==> src/rtl/core/clt_pkg.sv <==
// Package with the types and constants of the character LCD terminal writer.
`timescale 1ns / 1ps
`default_nettype none
package clt_pkg;

  localparam int TAB_STOP_DEF = 4;
  localparam int MAX_XFERS    = 24;
  localparam int CNT_W        = 5;

  typedef enum logic [1:0] {
    KIND_PUT   = 2'd0,
    KIND_MOVE  = 2'd1,
    KIND_CLEAR = 2'd2,
    KIND_INIT  = 2'd3
  } kind_t;

  typedef enum logic [2:0] {
    REG_FOUR_BIT  = 3'd0,
    REG_TWO_LINE  = 3'd1,
    REG_ROWS      = 3'd2,
    REG_COLUMNS   = 3'd3,
    REG_ROW_BREAK = 3'd4,
    REG_LINE_END  = 3'd5
  } reg_idx_t;

  localparam logic [7:0] CHAR_NL    = 8'd10;
  localparam logic [7:0] CHAR_TAB   = 8'd9;
  localparam logic [7:0] CHAR_SPACE = 8'h20;

  localparam logic [7:0] CMD_CLEAR     = 8'h01;
  localparam logic [7:0] CMD_SHIFT     = 8'h10;
  localparam logic [7:0] CMD_DISP_ON   = 8'h0C;
  localparam logic [7:0] CMD_ENTRY     = 8'h06;
  localparam logic [7:0] CMD_FUNC      = 8'h20;
  localparam logic [7:0] FUNC_8BIT     = 8'h10;
  localparam logic [7:0] FUNC_2LINE    = 8'h08;
  localparam logic [7:0] CMD_SET_ADDR  = 8'h80;
  localparam logic [7:0] ADDR_LINE2    = 8'h40;
  localparam logic [7:0] WAKE_8BIT     = 8'h30;
  localparam logic [7:0] WAKE_4BIT     = 8'h03;
  localparam logic [7:0] NIB_4BIT      = 8'h02;

  localparam logic [1:0] HOLD_NORMAL = 2'd0;
  localparam logic [1:0] HOLD_CLEAR  = 2'd1;
  localparam logic [1:0] HOLD_100MS  = 2'd2;
  localparam logic [1:0] HOLD_10MS   = 2'd3;

  typedef struct packed {
    logic       four_bit_bus;
    logic       two_line_mode;
    logic [2:0] text_rows;
    logic [5:0] text_columns;
    logic [5:0] row_break;
    logic [5:0] line_end;
  } cfg_t;

  typedef struct packed {
    logic       register_select;
    logic [7:0] bus_value;
    logic [1:0] hold_code;
    logic       last;
  } xfer_t;

  typedef struct packed {
    logic  push;
    logic  flush;
    xfer_t data;
  } buf_ctl_t;

  typedef struct packed {
    logic room;
    logic out_free;
  } buf_sts_t;

  typedef enum logic [3:0] {
    S_IDLE,
    S_PUT_DATA,
    S_PUT_ADV,
    S_PUT_SPLIT,
    S_PUT_TAB,
    S_POS_LOAD,
    S_POS_DIV,
    S_POS_CMD,
    S_CLEAR,
    S_INIT_WAKE,
    S_INIT_CMD,
    S_DONE
  } state_t;

endpackage
`default_nettype wire

==> src/rtl/core/clt_ifs.sv <==
// Channel interfaces: request input, bus transfer output and register writes.
`timescale 1ns / 1ps
`default_nettype none
interface clt_req_if;
  logic       valid;
  logic       ready;
  logic [1:0] kind;
  logic [7:0] char_code;
  logic [1:0] target_row;
  logic [5:0] target_column;
  modport source (output valid, kind, char_code, target_row, target_column, input ready);
  modport sink (input valid, kind, char_code, target_row, target_column, output ready);
endinterface

interface clt_xfer_if;
  logic       valid;
  logic       ready;
  logic       register_select;
  logic [7:0] bus_value;
  logic [1:0] hold_code;
  logic       last;
  modport source (output valid, register_select, bus_value, hold_code, last, input ready);
  modport sink (input valid, register_select, bus_value, hold_code, last, output ready);
endinterface

interface clt_cfg_if;
  logic       valid;
  logic       ready;
  logic [2:0] index;
  logic [5:0] data;
  modport source (output valid, index, data, input ready);
  modport sink (input valid, index, data, output ready);
endinterface
`default_nettype wire

==> src/rtl/core/clt_cfg_regs.sv <==
// Configuration register file.
`timescale 1ns / 1ps
`default_nettype none
module clt_cfg_regs (
  input  wire logic   clk,
  input  wire logic   rst_n,
  clt_cfg_if.sink     cfg_ch,
  output clt_pkg::cfg_t cfg
);

  clt_pkg::cfg_t cfg_r;

  assign cfg_ch.ready = 1'b1;
  assign cfg = cfg_r;

  always_ff @(posedge clk) begin
    if (!rst_n) begin
      cfg_r.four_bit_bus  <= 1'b1;
      cfg_r.two_line_mode <= 1'b1;
      cfg_r.text_rows     <= 3'd2;
      cfg_r.text_columns  <= 6'd16;
      cfg_r.row_break     <= 6'd16;
      cfg_r.line_end      <= 6'd16;
    end else if (cfg_ch.valid) begin
      case (clt_pkg::reg_idx_t'(cfg_ch.index))
        clt_pkg::REG_FOUR_BIT:  cfg_r.four_bit_bus  <= cfg_ch.data[0];
        clt_pkg::REG_TWO_LINE:  cfg_r.two_line_mode <= cfg_ch.data[0];
        clt_pkg::REG_ROWS:      cfg_r.text_rows     <= cfg_ch.data[2:0];
        clt_pkg::REG_COLUMNS:   cfg_r.text_columns  <= cfg_ch.data;
        clt_pkg::REG_ROW_BREAK: cfg_r.row_break     <= cfg_ch.data;
        clt_pkg::REG_LINE_END:  cfg_r.line_end      <= cfg_ch.data;
        default: ;
      endcase
    end
  end

endmodule
`default_nettype wire

==> src/rtl/core/clt_mod_unit.sv <==
// Shared remainder unit: one conditional subtraction per cycle.
`timescale 1ns / 1ps
`default_nettype none
module clt_mod_unit (
  input  wire logic       clk,
  input  wire logic       load,
  input  wire logic [5:0] dividend,
  input  wire logic [5:0] divisor,
  output logic      [5:0] rem,
  output logic            done
);

  logic [5:0] rem_r;

  // A zero divisor leaves the dividend as the remainder.
  assign done = (divisor == 6'd0) || (rem_r < divisor);
  assign rem  = rem_r;

  always_ff @(posedge clk) begin
    if (load) begin
      rem_r <= dividend;
    end else if (!done) begin
      rem_r <= rem_r - divisor;
    end
  end

endmodule
`default_nettype wire

==> src/rtl/core/clt_xfer_buf.sv <==
// One pending transfer plus the output register; marks the final transfer.
`timescale 1ns / 1ps
`default_nettype none
module clt_xfer_buf (
  input  wire logic        clk,
  input  wire logic        rst_n,
  input  clt_pkg::buf_ctl_t ctl,
  output clt_pkg::buf_sts_t sts,
  clt_xfer_if.source       out_ch
);

  logic           pend_v_r, pend_v_nxt;
  clt_pkg::xfer_t pend_r, pend_nxt;
  logic           out_v_r, out_v_nxt;
  clt_pkg::xfer_t out_r, out_nxt;
  logic           out_free;

  assign out_free     = !out_v_r || out_ch.ready;
  assign sts.out_free = out_free;
  assign sts.room     = !pend_v_r || out_free;

  assign out_ch.valid           = out_v_r;
  assign out_ch.register_select = out_r.register_select;
  assign out_ch.bus_value       = out_r.bus_value;
  assign out_ch.hold_code       = out_r.hold_code;
  assign out_ch.last            = out_r.last;

  always_comb begin
    pend_v_nxt = pend_v_r;
    pend_nxt   = pend_r;
    out_v_nxt  = out_v_r;
    out_nxt    = out_r;
    if (out_ch.ready) begin
      out_v_nxt = 1'b0;
    end
    if (ctl.push) begin
      // A newer transfer proves the pending one is not the last.
      if (pend_v_r) begin
        out_nxt      = pend_r;
        out_nxt.last = 1'b0;
        out_v_nxt    = 1'b1;
      end
      pend_nxt   = ctl.data;
      pend_v_nxt = 1'b1;
    end else if (ctl.flush && pend_v_r && out_free) begin
      out_nxt      = pend_r;
      out_nxt.last = 1'b1;
      out_v_nxt    = 1'b1;
      pend_v_nxt   = 1'b0;
    end
  end

  always_ff @(posedge clk) begin
    if (!rst_n) begin
      pend_v_r <= 1'b0;
      out_v_r  <= 1'b0;
    end else begin
      pend_v_r <= pend_v_nxt;
      out_v_r  <= out_v_nxt;
    end
  end

  always_ff @(posedge clk) begin
    pend_r <= pend_nxt;
    out_r  <= out_nxt;
  end

endmodule
`default_nettype wire

==> src/rtl/core/clt_seq.sv <==
// Request sequencer: cursor tracking, command expansion and nibble splitting.
`timescale 1ns / 1ps
`default_nettype none
module clt_seq #(
  parameter int TAB_STOP = clt_pkg::TAB_STOP_DEF
) (
  input  wire logic         clk,
  input  wire logic         rst_n,
  clt_req_if.sink           in_ch,
  input  clt_pkg::cfg_t     cfg,
  input  clt_pkg::buf_sts_t sts,
  output clt_pkg::buf_ctl_t ctl
);

  // Columns that sit on a tab stop, worked out at elaboration.
  function automatic logic [63:0] tab_marks();
    logic [63:0] m;
    for (int i = 0; i < 64; i++) begin
      m[i] = (i % TAB_STOP) == 0;
    end
    return m;
  endfunction

  localparam logic [63:0] TAB_ALIGNED = tab_marks();

  clt_pkg::state_t state_r, state_nxt;
  clt_pkg::state_t ret_r, ret_nxt;
  logic [7:0] pchar_r, pchar_nxt;
  logic       tab_r, tab_nxt;
  logic [1:0] row_r, row_nxt;
  logic [5:0] col_r, col_nxt;
  logic [1:0] pos_row_r, pos_row_nxt;
  logic [5:0] pos_col_r, pos_col_nxt;
  logic [1:0] istep_r, istep_nxt;
  logic       nib_r;
  logic [clt_pkg::CNT_W-1:0] cnt_r;

  logic       emit, raw, rs;
  logic [7:0] val;
  logic [1:0] hold;
  logic       hi_phase, cap, emit_ok, step_done;
  logic       accept, split, rows4, q_flag, mod_load, mod_done;
  logic [5:0] rem, divisor;
  logic [1:0] nl_row;
  logic [7:0] addr, func_cmd, wake;

  assign accept = in_ch.valid && in_ch.ready;
  assign in_ch.ready = (state_r == clt_pkg::S_IDLE);

  assign split  = cfg.row_break > cfg.line_end;
  assign rows4  = cfg.text_rows == 3'd4;
  assign nl_row = ({1'b0, row_r + 2'd1} == cfg.text_rows) ? 2'd0 : row_r + 2'd1;
  assign divisor = split ? cfg.line_end : (rows4 ? cfg.row_break : 6'd0);
  assign q_flag = (cfg.line_end != 6'd0) && (pos_col_r >= cfg.line_end);
  assign mod_load = (state_r == clt_pkg::S_POS_LOAD);

  clt_mod_unit u_mod (
    .clk      (clk),
    .load     (mod_load),
    .dividend (pos_col_r),
    .divisor  (divisor),
    .rem      (rem),
    .done     (mod_done)
  );

  always_comb begin
    if (split) begin
      addr = (q_flag ? clt_pkg::ADDR_LINE2 : 8'd0) | {2'b00, rem};
    end else if (rows4) begin
      addr = (pos_row_r[0] ? clt_pkg::ADDR_LINE2 : 8'd0)
           + (pos_row_r[1] ? {2'b00, cfg.row_break} : 8'd0)
           + {2'b00, rem};
    end else begin
      addr = ((pos_row_r != 2'd0) ? clt_pkg::ADDR_LINE2 : 8'd0) | {2'b00, pos_col_r};
    end
  end

  assign func_cmd = clt_pkg::CMD_FUNC
                  | (cfg.four_bit_bus ? 8'd0 : clt_pkg::FUNC_8BIT)
                  | (cfg.two_line_mode ? clt_pkg::FUNC_2LINE : 8'd0);
  assign wake = cfg.four_bit_bus ? clt_pkg::WAKE_4BIT : clt_pkg::WAKE_8BIT;

  // Output block: what the current state puts on the transfer path.
  always_comb begin
    emit = 1'b0;
    raw  = 1'b0;
    rs   = 1'b0;
    val  = 8'd0;
    hold = clt_pkg::HOLD_NORMAL;
    case (state_r)
      clt_pkg::S_PUT_DATA: begin
        emit = 1'b1;
        rs   = 1'b1;
        val  = pchar_r;
      end
      clt_pkg::S_POS_CMD: begin
        emit = 1'b1;
        val  = addr | clt_pkg::CMD_SET_ADDR;
      end
      clt_pkg::S_CLEAR: begin
        emit = 1'b1;
        val  = clt_pkg::CMD_CLEAR;
        hold = clt_pkg::HOLD_CLEAR;
      end
      clt_pkg::S_INIT_WAKE: begin
        emit = 1'b1;
        raw  = 1'b1;
        case (istep_r)
          2'd0, 2'd1: begin
            val  = wake;
            hold = clt_pkg::HOLD_100MS;
          end
          2'd2: begin
            val  = wake;
            hold = clt_pkg::HOLD_10MS;
          end
          default: val = clt_pkg::NIB_4BIT;
        endcase
      end
      clt_pkg::S_INIT_CMD: begin
        emit = 1'b1;
        case (istep_r)
          2'd0:    val = func_cmd;
          2'd1:    val = clt_pkg::CMD_SHIFT;
          2'd2:    val = clt_pkg::CMD_DISP_ON;
          default: val = clt_pkg::CMD_ENTRY;
        endcase
      end
      default: ;
    endcase
  end

  assign hi_phase  = cfg.four_bit_bus && !raw && !nib_r;
  assign cap       = cnt_r >= clt_pkg::CNT_W'(clt_pkg::MAX_XFERS);
  assign emit_ok   = cap || sts.room;
  assign step_done = emit && emit_ok && !hi_phase;

  always_comb begin
    ctl.push                 = emit && emit_ok && !cap;
    ctl.flush                = (state_r == clt_pkg::S_DONE);
    ctl.data.register_select = rs;
    ctl.data.last            = 1'b0;
    ctl.data.hold_code       = hi_phase ? clt_pkg::HOLD_NORMAL : hold;
    if (raw || !cfg.four_bit_bus) begin
      ctl.data.bus_value = val;
    end else if (!nib_r) begin
      ctl.data.bus_value = {4'd0, val[7:4]};
    end else begin
      ctl.data.bus_value = {4'd0, val[3:0]};
    end
  end

  // Next-state block, with the cursor and position registers.
  always_comb begin
    state_nxt   = state_r;
    ret_nxt     = ret_r;
    pchar_nxt   = pchar_r;
    tab_nxt     = tab_r;
    row_nxt     = row_r;
    col_nxt     = col_r;
    pos_row_nxt = pos_row_r;
    pos_col_nxt = pos_col_r;
    istep_nxt   = istep_r;
    case (state_r)
      clt_pkg::S_IDLE: begin
        if (accept) begin
          istep_nxt = 2'd0;
          case (clt_pkg::kind_t'(in_ch.kind))
            clt_pkg::KIND_PUT: begin
              if (in_ch.char_code == clt_pkg::CHAR_NL) begin
                pos_row_nxt = nl_row;
                pos_col_nxt = 6'd0;
                ret_nxt     = clt_pkg::S_DONE;
                state_nxt   = clt_pkg::S_POS_LOAD;
              end else begin
                tab_nxt   = in_ch.char_code == clt_pkg::CHAR_TAB;
                pchar_nxt = tab_nxt ? clt_pkg::CHAR_SPACE : in_ch.char_code;
                state_nxt = clt_pkg::S_PUT_DATA;
              end
            end
            clt_pkg::KIND_MOVE: begin
              pos_row_nxt = in_ch.target_row;
              pos_col_nxt = in_ch.target_column;
              ret_nxt     = clt_pkg::S_DONE;
              state_nxt   = clt_pkg::S_POS_LOAD;
            end
            clt_pkg::KIND_CLEAR: state_nxt = clt_pkg::S_CLEAR;
            default:             state_nxt = clt_pkg::S_INIT_WAKE;
          endcase
        end
      end
      clt_pkg::S_PUT_DATA: begin
        if (step_done) begin
          col_nxt   = col_r + 6'd1;
          state_nxt = clt_pkg::S_PUT_ADV;
        end
      end
      clt_pkg::S_PUT_ADV: begin
        if (col_r == cfg.text_columns) begin
          pos_row_nxt = nl_row;
          pos_col_nxt = 6'd0;
          ret_nxt     = clt_pkg::S_PUT_SPLIT;
          state_nxt   = clt_pkg::S_POS_LOAD;
        end else begin
          state_nxt = clt_pkg::S_PUT_SPLIT;
        end
      end
      clt_pkg::S_PUT_SPLIT: begin
        if (split) begin
          pos_row_nxt = row_r;
          pos_col_nxt = col_r;
          ret_nxt     = clt_pkg::S_PUT_TAB;
          state_nxt   = clt_pkg::S_POS_LOAD;
        end else begin
          state_nxt = clt_pkg::S_PUT_TAB;
        end
      end
      clt_pkg::S_PUT_TAB: begin
        if (tab_r && !TAB_ALIGNED[col_r]) begin
          state_nxt = clt_pkg::S_PUT_DATA;
        end else begin
          state_nxt = clt_pkg::S_DONE;
        end
      end
      clt_pkg::S_POS_LOAD: state_nxt = clt_pkg::S_POS_DIV;
      clt_pkg::S_POS_DIV: begin
        if (mod_done) begin
          state_nxt = clt_pkg::S_POS_CMD;
        end
      end
      clt_pkg::S_POS_CMD: begin
        if (step_done) begin
          row_nxt   = pos_row_r;
          col_nxt   = pos_col_r;
          state_nxt = ret_r;
        end
      end
      clt_pkg::S_CLEAR: begin
        if (step_done) begin
          row_nxt   = 2'd0;
          col_nxt   = 6'd0;
          state_nxt = clt_pkg::S_DONE;
        end
      end
      clt_pkg::S_INIT_WAKE: begin
        if (step_done) begin
          if (istep_r == 2'd3 || (istep_r == 2'd2 && !cfg.four_bit_bus)) begin
            istep_nxt = 2'd0;
            state_nxt = clt_pkg::S_INIT_CMD;
          end else begin
            istep_nxt = istep_r + 2'd1;
          end
        end
      end
      clt_pkg::S_INIT_CMD: begin
        if (step_done) begin
          istep_nxt = istep_r + 2'd1;
          if (istep_r == 2'd3) begin
            state_nxt = clt_pkg::S_CLEAR;
          end
        end
      end
      clt_pkg::S_DONE: begin
        if (sts.out_free) begin
          state_nxt = clt_pkg::S_IDLE;
        end
      end
      default: state_nxt = clt_pkg::S_IDLE;
    endcase
  end

  always_ff @(posedge clk) begin
    if (!rst_n) begin
      state_r <= clt_pkg::S_IDLE;
      ret_r   <= clt_pkg::S_DONE;
      row_r   <= 2'd0;
      col_r   <= 6'd0;
      istep_r <= 2'd0;
      nib_r   <= 1'b0;
      cnt_r   <= '0;
      tab_r   <= 1'b0;
    end else begin
      state_r <= state_nxt;
      ret_r   <= ret_nxt;
      row_r   <= row_nxt;
      col_r   <= col_nxt;
      istep_r <= istep_nxt;
      tab_r   <= tab_nxt;
      if (accept) begin
        nib_r <= 1'b0;
        cnt_r <= '0;
      end else if (emit && emit_ok) begin
        nib_r <= hi_phase;
        if (!cap) begin
          cnt_r <= cnt_r + 1'b1;
        end
      end
    end
  end

  always_ff @(posedge clk) begin
    pchar_r   <= pchar_nxt;
    pos_row_r <= pos_row_nxt;
    pos_col_r <= pos_col_nxt;
  end

endmodule
`default_nettype wire

==> src/rtl/core/char_lcd_terminal_writer.sv <==
// Top level of the character LCD terminal writer.
// Usage:
// The in_ch channel takes one request at a time: put a character, move the
// cursor, clear the display, or run the power-up initialization. Each request
// expands into one or more bus transfers on out_ch, each with a register
// select bit, a bus byte (or a nibble in bits 3..0 in 4-bit mode), a hold
// code for the wait after the strobe, and a last flag on the final transfer.
// The cfg_ch channel writes the layout registers; it is always ready and must
// only be used while no request is in flight.
// A request is taken only when the sequencer is idle. Each command or character
// byte is one transfer, or two nibble transfers in 4-bit mode; every set-address
// command first passes the load and divide states, where the shared remainder
// unit subtracts until done (up to 63 subtractions), and a character passes the
// advance, split and tab bookkeeping states after its data transfer.
// One transfer is held back until the next one exists so the last flag can
// be set; a final flush cycle releases it.
// Synchronous active-low reset clears the cursor, the sequencer and the
// output valid, and loads the default layout (4-bit bus, 2 rows of 16).
// When the receiver stalls, the output register holds its transfer and the
// sequencer waits; nothing is lost or repeated.
`timescale 1ns / 1ps
`default_nettype none
module char_lcd_terminal_writer #(
  parameter int TAB_STOP = clt_pkg::TAB_STOP_DEF
) (
  input  wire logic  clk,
  input  wire logic  rst_n,
  clt_req_if.sink    in_ch,
  clt_xfer_if.source out_ch,
  clt_cfg_if.sink    cfg_ch
);

  clt_pkg::cfg_t     cfg;
  clt_pkg::buf_ctl_t buf_ctl;
  clt_pkg::buf_sts_t buf_sts;

  // Layout registers.
  clt_cfg_regs u_regs (
    .clk    (clk),
    .rst_n  (rst_n),
    .cfg_ch (cfg_ch),
    .cfg    (cfg)
  );

  // Sequencer with the shared remainder unit inside.
  clt_seq #(
    .TAB_STOP (TAB_STOP)
  ) u_seq (
    .clk   (clk),
    .rst_n (rst_n),
    .in_ch (in_ch),
    .cfg   (cfg),
    .sts   (buf_sts),
    .ctl   (buf_ctl)
  );

  // Pending transfer and output register.
  clt_xfer_buf u_buf (
    .clk    (clk),
    .rst_n  (rst_n),
    .ctl    (buf_ctl),
    .sts    (buf_sts),
    .out_ch (out_ch)
  );

endmodule
`default_nettype wire

==> src/flat_wrapper.sv <==
// flat-port wrapper written by rule: the top's interface ports become plain ports
module char_lcd_terminal_writer_flat 
#(
  parameter int TAB_STOP = clt_pkg::TAB_STOP_DEF
)
  (clk, rst_n, in_ch_valid, in_ch_kind, in_ch_char_code, in_ch_target_row, in_ch_target_column, in_ch_ready, out_ch_valid, out_ch_register_select, out_ch_bus_value, out_ch_hold_code, out_ch_last, out_ch_ready, cfg_ch_valid, cfg_ch_index, cfg_ch_data, cfg_ch_ready);
  clt_req_if in_ch_i ();
  clt_xfer_if out_ch_i ();
  clt_cfg_if cfg_ch_i ();
  input  wire logic clk;
  input  wire logic rst_n;
  input wire logic [$bits(in_ch_i.valid)-1:0] in_ch_valid;
  input wire logic [$bits(in_ch_i.kind)-1:0] in_ch_kind;
  input wire logic [$bits(in_ch_i.char_code)-1:0] in_ch_char_code;
  input wire logic [$bits(in_ch_i.target_row)-1:0] in_ch_target_row;
  input wire logic [$bits(in_ch_i.target_column)-1:0] in_ch_target_column;
  output wire logic [$bits(in_ch_i.ready)-1:0] in_ch_ready;
  output wire logic [$bits(out_ch_i.valid)-1:0] out_ch_valid;
  output wire logic [$bits(out_ch_i.register_select)-1:0] out_ch_register_select;
  output wire logic [$bits(out_ch_i.bus_value)-1:0] out_ch_bus_value;
  output wire logic [$bits(out_ch_i.hold_code)-1:0] out_ch_hold_code;
  output wire logic [$bits(out_ch_i.last)-1:0] out_ch_last;
  input wire logic [$bits(out_ch_i.ready)-1:0] out_ch_ready;
  input wire logic [$bits(cfg_ch_i.valid)-1:0] cfg_ch_valid;
  input wire logic [$bits(cfg_ch_i.index)-1:0] cfg_ch_index;
  input wire logic [$bits(cfg_ch_i.data)-1:0] cfg_ch_data;
  output wire logic [$bits(cfg_ch_i.ready)-1:0] cfg_ch_ready;
  assign in_ch_i.valid = in_ch_valid;
  assign in_ch_i.kind = in_ch_kind;
  assign in_ch_i.char_code = in_ch_char_code;
  assign in_ch_i.target_row = in_ch_target_row;
  assign in_ch_i.target_column = in_ch_target_column;
  assign in_ch_ready = in_ch_i.ready;
  assign out_ch_valid = out_ch_i.valid;
  assign out_ch_register_select = out_ch_i.register_select;
  assign out_ch_bus_value = out_ch_i.bus_value;
  assign out_ch_hold_code = out_ch_i.hold_code;
  assign out_ch_last = out_ch_i.last;
  assign out_ch_i.ready = out_ch_ready;
  assign cfg_ch_i.valid = cfg_ch_valid;
  assign cfg_ch_i.index = cfg_ch_index;
  assign cfg_ch_i.data = cfg_ch_data;
  assign cfg_ch_ready = cfg_ch_i.ready;
  char_lcd_terminal_writer #(.TAB_STOP(TAB_STOP)) u_core (.clk(clk), .rst_n(rst_n), .in_ch(in_ch_i), .out_ch(out_ch_i), .cfg_ch(cfg_ch_i));
endmodule
==> config.mk <==
export PLATFORM = sky130hd
export DESIGN_NAME = char_lcd_terminal_writer_flat
export DESIGN_NICKNAME = d
export VERILOG_FILES = /design/src/rtl/core/clt_pkg.sv /design/src/rtl/core/clt_ifs.sv /design/src/rtl/core/clt_cfg_regs.sv /design/src/rtl/core/clt_mod_unit.sv /design/src/rtl/core/clt_xfer_buf.sv /design/src/rtl/core/clt_seq.sv /design/src/rtl/core/char_lcd_terminal_writer.sv /design/src/flat_wrapper.sv
export SDC_FILE = /design/constraint.sdc
export NUM_CORES = 1
export LEC_CHECK = 0
export BUFFER_PORTS_ARGS = -buffer_cell sky130_fd_sc_hd__buf_2
export CORE_ASPECT_RATIO = 1.2
export CORE_MARGIN = 2
export CORE_UTILIZATION = 60
export CTS_CLUSTER_SIZE = 8
export DETAILED_ROUTE_END_ITERATION = 10
export PLACE_DENSITY = 0.8
export SLEW_MARGIN = 0
export SYNTH_ARGS = -nofsm -noshare
export SYNTH_HDL_FRONTEND = slang
export SYNTH_HIERARCHICAL = 1
export SYNTH_SLANG_ARGS = --single-unit
==> constraint.sdc <==
create_clock -name clk -period 5.9 [get_ports clk]
set_input_delay 0 -clock clk [delete_from_list [all_inputs] [get_ports clk]]
set_output_delay 0 -clock clk [all_outputs]
set_load 0.05 [all_outputs]
Yosys cells after proc, flatten, opt, wreduce, memory -nomap -nowiden
Memories as Yosys holds them, arrays and structs flattened. A register that Yosys moved wholly into a read port is not among the register bits.
Cells that the tools add are included.
Widths: inputs -> output; s select.
{ "totals": {"regBits": 95, "romBits": 64, "n_memories": 1, "inputBits": 32, "out_inout_bits": 15} }
{ "mem_list": {"columns": ["memory", "words", "word_bits", "read_ports", "rd_clocked_by_memory_dff", "wr", "line_no", "source"], "rows": [
  ["(name not given)", 64, 1, 1, 1, 0, "clt_seq.sv:219", "if (tab_r && !TAB_ALIGNED[col_r]) begin"]
]} }
{ "op_classes": {"n_eq_ne": 42, "mux": 82, "n_reduce_logical": 55, "bitwise": 6, "n_addsub": 7, "n_lt_le_gt_ge": 5} }
{ "ops": {"columns": ["cell", "n"], "rows": [
  ["$mux 6", 16],
  ["$mux 4", 17],
  ["$pmux 6 s3", 3],
  ["$pmux 4 s12", 1],
  ["$pmux 8 s5", 1],
  ["$mux 12", 3],
  ["$mux 7", 5],
  ["$ne 2x2->1 const B", 12],
  ["$pmux 4 s3", 2],
  ["$mux 2", 11],
  ["$eq 4x3->1 const B", 4],
  ["$eq 4x4->1 const B", 4],
  ["$eq 8x4->1 const B", 2],
  ["$pmux 2 s2", 4],
  ["$reduce_and 2->1", 8],
  ["$add 7x6->7", 2],
  ["$or 7x6->7", 2],
  ["$pmux 2 s3", 2],
  ["$pmux 6 s2", 1],
  ["$reduce_and 4->1", 3],
  ["$logic_and 1x1->1", 11],
  ["$mux 1", 11],
  ["$reduce_and 10->1", 1],
  ["$eq 3x3->1 const B", 3],
  ["40 further kinds", 68]
]} }

Depth between registers and ports, before layout
{ "logic_depth": {"depth_word": 11, "depth_mapped": 19, "ltp_nobuf": 18} }

By module
Netlist, hierarchy kept.
{ "by_module_without_submodules": {"columns": ["module", "area_each_um2", "instances", "cells_each"], "rows": [
  ["clt_seq", 3707.3, 1, 455],
  ["clt_cfg_regs", 938.4, 1, 90],
  ["clt_xfer_buf", 799.5, 1, 37],
  ["clt_mod_unit", 513.0, 1, 53]
]} }

Least setup slack after synthesis
No wires, ideal clock.
{ "synth_path": {"kind": "reg2reg", "startpoint": "register u_core.u_regs.cfg_r (netlist bit u_core/u_regs/cfg[3])", "endpoint": "register u_core.u_seq.state_r[1]", "arrival_ns": 3.981, "path_stages_with_launch": 20, "setup_slack_ns": 1.800, "cell_sequence": "dfxtp_1 -> inv_1 -> ha_1 -> a211oi_1 -> nor2_1 -> o32ai_2 -> buf_2 -> buf_2 -> nand3_1 -> o21ai_0 -> inv_1 -> fa_1 -> a211oi_1 -> nor2_1 -> o31ai_2 -> nor3_1 -> o211a_1 -> a2111oi_4 -> mux2i_1 -> nor2_1"} }
{ "synth_between": {"elab_chain_len": 6, "word_cells_on_any_way": 7, "cone_classes": "2 x order compare; 1 x eq/ne; 1 x mux; 3 x reduce/logical"} }
{ "synth_lines": {"columns": ["item", "line_no", "source"], "rows": [
  ["start, declared", "clt_cfg_regs.sv:11", "clt_pkg::cfg_t cfg_r;"],
  ["$gt 6x6->1 *", "clt_seq.sv:50", "assign split = cfg.row_break > cfg.line_end;"],
  ["$mux 6 *", "clt_seq.sv:53", "assign divisor = split ? cfg.line_end : (rows4 ? cfg.row_break : 6'd0);"],
  ["named net u_core.u_seq.divisor[1]", "clt_seq.sv:43", "logic [5:0] rem, divisor;"],
  ["$lt 6x6->1 or $logic_not 6->1 (tied branches)", "clt_mod_unit.sv:16", "assign done = (divisor == 6'd0) || (rem_r < divisor);"],
  ["$logic_or 1x1->1 *", "clt_mod_unit.sv:16", null],
  ["named net u_core.u_seq.mod_done", "clt_seq.sv:42", "logic accept, split, rows4, q_flag, mod_load, mod_done;"],
  ["$ne 2x2->1 (no source line) *", null, null],
  ["$reduce_and 10->1 (no source line) *", null, null],
  ["end signal, assigned", "clt_seq.sv:274", "state_r <= clt_pkg::S_IDLE;"],
  ["end signal, assigned", "clt_seq.sv:283", "state_r <= state_nxt;"],
  ["end, declared", "clt_seq.sv:26", "clt_pkg::state_t state_r, state_nxt;"]
]} }
The timed path passes the listed nets; every way through them passes the cells marked *.
A chain may end at the register's enable or synchronous reset.

Final worst setup path
Ends and elaborated chain as after synthesis.

==> flow_summary.json <==
{
  "maximum_fanout_along_the_worst_path": 16,
  "drcViolationCount": 0,
  "dr.pass1.iters": 6,
  "initial_antenna_violation_count": 0,
  "placement.setup.worst_slack_ns": 1.24,
  "final-hold-violation-count": 0,
  "gr-total-overflow": 0,
  "hold_path_stages": 3,
  "coreArea_um2": 9560,
  "cts-root-to-sink-buffers": 2,
  "status": "finished, final reports clean",
  "r2r.worst_path.cells": 19,
  "netlist_area_um2": 5950,
  "post_cts.resized_instances": 0,
  "regToRegSetupSlack_ns": 1.00,
  "io-pin-count": 47,
  "power.switching_mw": 0.923,
  "max_freq_mhz": 204,
  "leakagePower_nw": 2.56,
  "power.ir.vdd_worst_uv": 186,
  "insertion_delay_ns": 0.35,
  "htree_num_levels": 3,
  "regToRegEndpoint": "u_core/u_seq/state_r[1]",
  "finalCritPeriodShare_pct": 83.0,
  "maxCapViolCount": 0,
  "worstHoldStart": "cfg_ch_data[5]",
  "placementRows": 39,
  "final_nets": 745,
  "crit_type": "flip-flop to flip-flop",
  "clkPwrFrac_pct": 25.6,
  "switching_share_pct": 37.9,
  "layout-area-overhead-vs-synth_pct": 12.9,
  "placement.io_buffers": 45,
  "clock_pin_transition_on_the_worst_setup_and_hold_timing_paths_ns": 0.07,
  "antenna_violating_nets_post_route": 0,
  "tritoncts": "built",
  "postSynthAreaPerCell_um2": 9.39,
  "intPower_mw": 1.51,
  "timing.setup.tns_ns": 0,
  "hpwl_detailed_um": 11000,
  "cp-start-kind": "flip-flop",
  "p_total_mw": 2.43,
  "power.share.combinational_pct": 34.1,
  "timing.hold.worst_endpoint": "u_core/u_regs/cfg[17]",
  "grt_util_all_layers_pct": 29.0,
  "gp_congestion": 0.937,
  "first_iter_violations": 443,
  "synth-warning-count": 6,
  "netlist_instances": 633,
  "dieWidth_um": 94.9,
  "fin_crit_ns": 4.90,
  "cts.sink_count": 95,
  "clock_tree.root_cell": "clkbuf_16",
  "skew_ns": 0.0110,
  "postLayoutCellArea_um2": 6710,
  "count_of_inserted_antenna_diode_cells": 0,
  "routed-via-count": 5138,
  "final_layout_size_suffix_gt1_share_pct": 13.7,
  "final_max_slew_viol_count": 0,
  "wire_per_inst_um": 18.8,
  "cts-hold-fix-buffers": 22,
  "finalWirelength_um": 15200,
  "post_drt_via_cell_ratio": 6.35,
  "syn_nets": 697,
  "design.die.area_um2": 10700,
  "critPathRequiredTime_ns": 6.13,
  "via_count_of_the_first_global_routing_pass": 4950,
  "finalSetupViolCount": 0,
  "powerDensity_nw_per_um2": 363,
  "cp-startpoint": "u_core/u_regs/cfg[3]",
  "worstSetupEndpointType": "flip-flop",
  "dpl-instance-area_um2": 6160,
  "reg2reg_from": "u_core/u_regs/cfg[3]",
  "die_y_um": 113,
  "hold_path_class": "primary input to flip-flop",
  "rsz0062_at_grt": "false",
  "initial_core_util_pct": 62.2,
  "share_seq_of_total_power_pct": 40.3,
  "cts_post_setup_buffers_inserted": 0,
  "worst_slew_pin_slew_ns": 1.03,
  "cts-buffers-inserted": 9,
  "pin_count_of_the_biggest_net_entering_global_routing": 52,
  "crit_arrival_ns": 5.13,
  "worst_hold_margin_ns": 0.0150,
  "worst_setup_slack_after_layout_ns": 1.00,
  "first_pass_grt_wire_length_um": 24000,
  "maxSlewHeadroom_pct": 31.5
}
-- layout by cell type (no fill, tap or decap), drive strengths merged, types with 15 or more instances in the layout --
master and instances:
nor3 22, o211ai 15, nor2b 16, nor2 41, nand2 67, buf 49, ha 30, a21oi 30
nand3 19, dlygate4sd3 22, edfxtp 45, dfxtp 50, inv 36, mux2i 28, o21ai 40
-- power by group through the flow --
stage               Combinational [mW]  Sequential, mW  Clock (mW)
CTS                              0.817           0.975       0.632
finish                           0.829           0.981       0.624
floorplan                        0.653           0.954           0
global placement                 0.780           0.978           0
detailed placement               0.801           0.989           0
global route                     0.904           0.992       0.657
-- per-stage QoR --
step / std cells / util, %
after detailed placement: 771 / 64.4
after floorplan: 633 / -
after global routing: 809 / 70.2
after CTS: 809 / 70.2
after global placement: 771 / 64.4
final: 809 / 70.2
-- worst max-delay path by stage --
stage | end | slack (ns) | depth (start not counted)
global route | u_core/u_seq/state_r[2] | 0.81 | 19
CTS | u_core/u_seq/state_r[1] | 1.13 | 19
floorplan | u_core/u_seq/state_r[1] | 1.80 | 19
finish | u_core/u_seq/state_r[1] | 1.00 | 19
global placement | u_core/u_seq/state_r[1] | 1.49 | 19
detailed placement | u_core/u_seq/state_r[1] | 1.24 | 19
-- flip-flops by register name, indices dropped and copies added (netlist names), 2 cells and up, named ones only --
signal                         cells
u_core/u_seq/state_r               4
u_core/u_seq/pos_col_r             6
u_core/u_seq/row_r                 2
u_core/u_seq/u_mod/rem             6
u_core/u_seq/col_r                 6
u_core/u_buf/out_ch.bus_value      8
u_core/u_seq/cnt_r                 5
u_core/u_buf/pend_r               11
u_core/u_seq/ret_r                 3
u_core/u_regs/cfg                 23
u_core/u_buf/out_ch.hold_code      2
u_core/u_seq/istep_r               2
u_core/u_seq/pchar_r               8
u_core/u_seq/pos_row_r             2
-- routing by layer --
| metal | track usage, % | share of wire [%] | vias to the layer above |
|---|---|---|---|
| met1 | 34.4 | 39 | 2412 |
| li1 | - | - | 2429 |
| met5 | 0 | 0 | - |
| met2 | 49.1 | 49 | 243 |
| met3 | 6.66 | 6.9 | 54 |
| met4 | 14.3 | 4.3 | 0 |
-- critical path: stages (launching register included) --
cell	delay (ns)
dfxtp_1	0.35
inv_1	0.08
ha_1	0.33
a211oi_1	0.28
nor2_1	0.12
o32ai_2	0.48
buf_4	0.32
nand3_1	0.09
o21ai_0	0.12
ha_1	0.22
inv_1	0.07
fa_1	0.43
a211oi_1	0.29
nor2_1	0.12
o31ai_2	0.32
nor3_1	0.09
o211a_1	0.29
a2111oi_4	0.47
mux2i_1	0.25
nor2_1	0.06
-- area by class of cell --
class,count,area (µm²)
multi-input combinational,467,3260
inverter,37,139
clock inverter,2,15.0
fill,735,2850
tap,123,154
sequential,95,2350
clock buffer,14,318
timing repair buffer,71,475
Note: power is estimated with default switching activity, not from simulation.
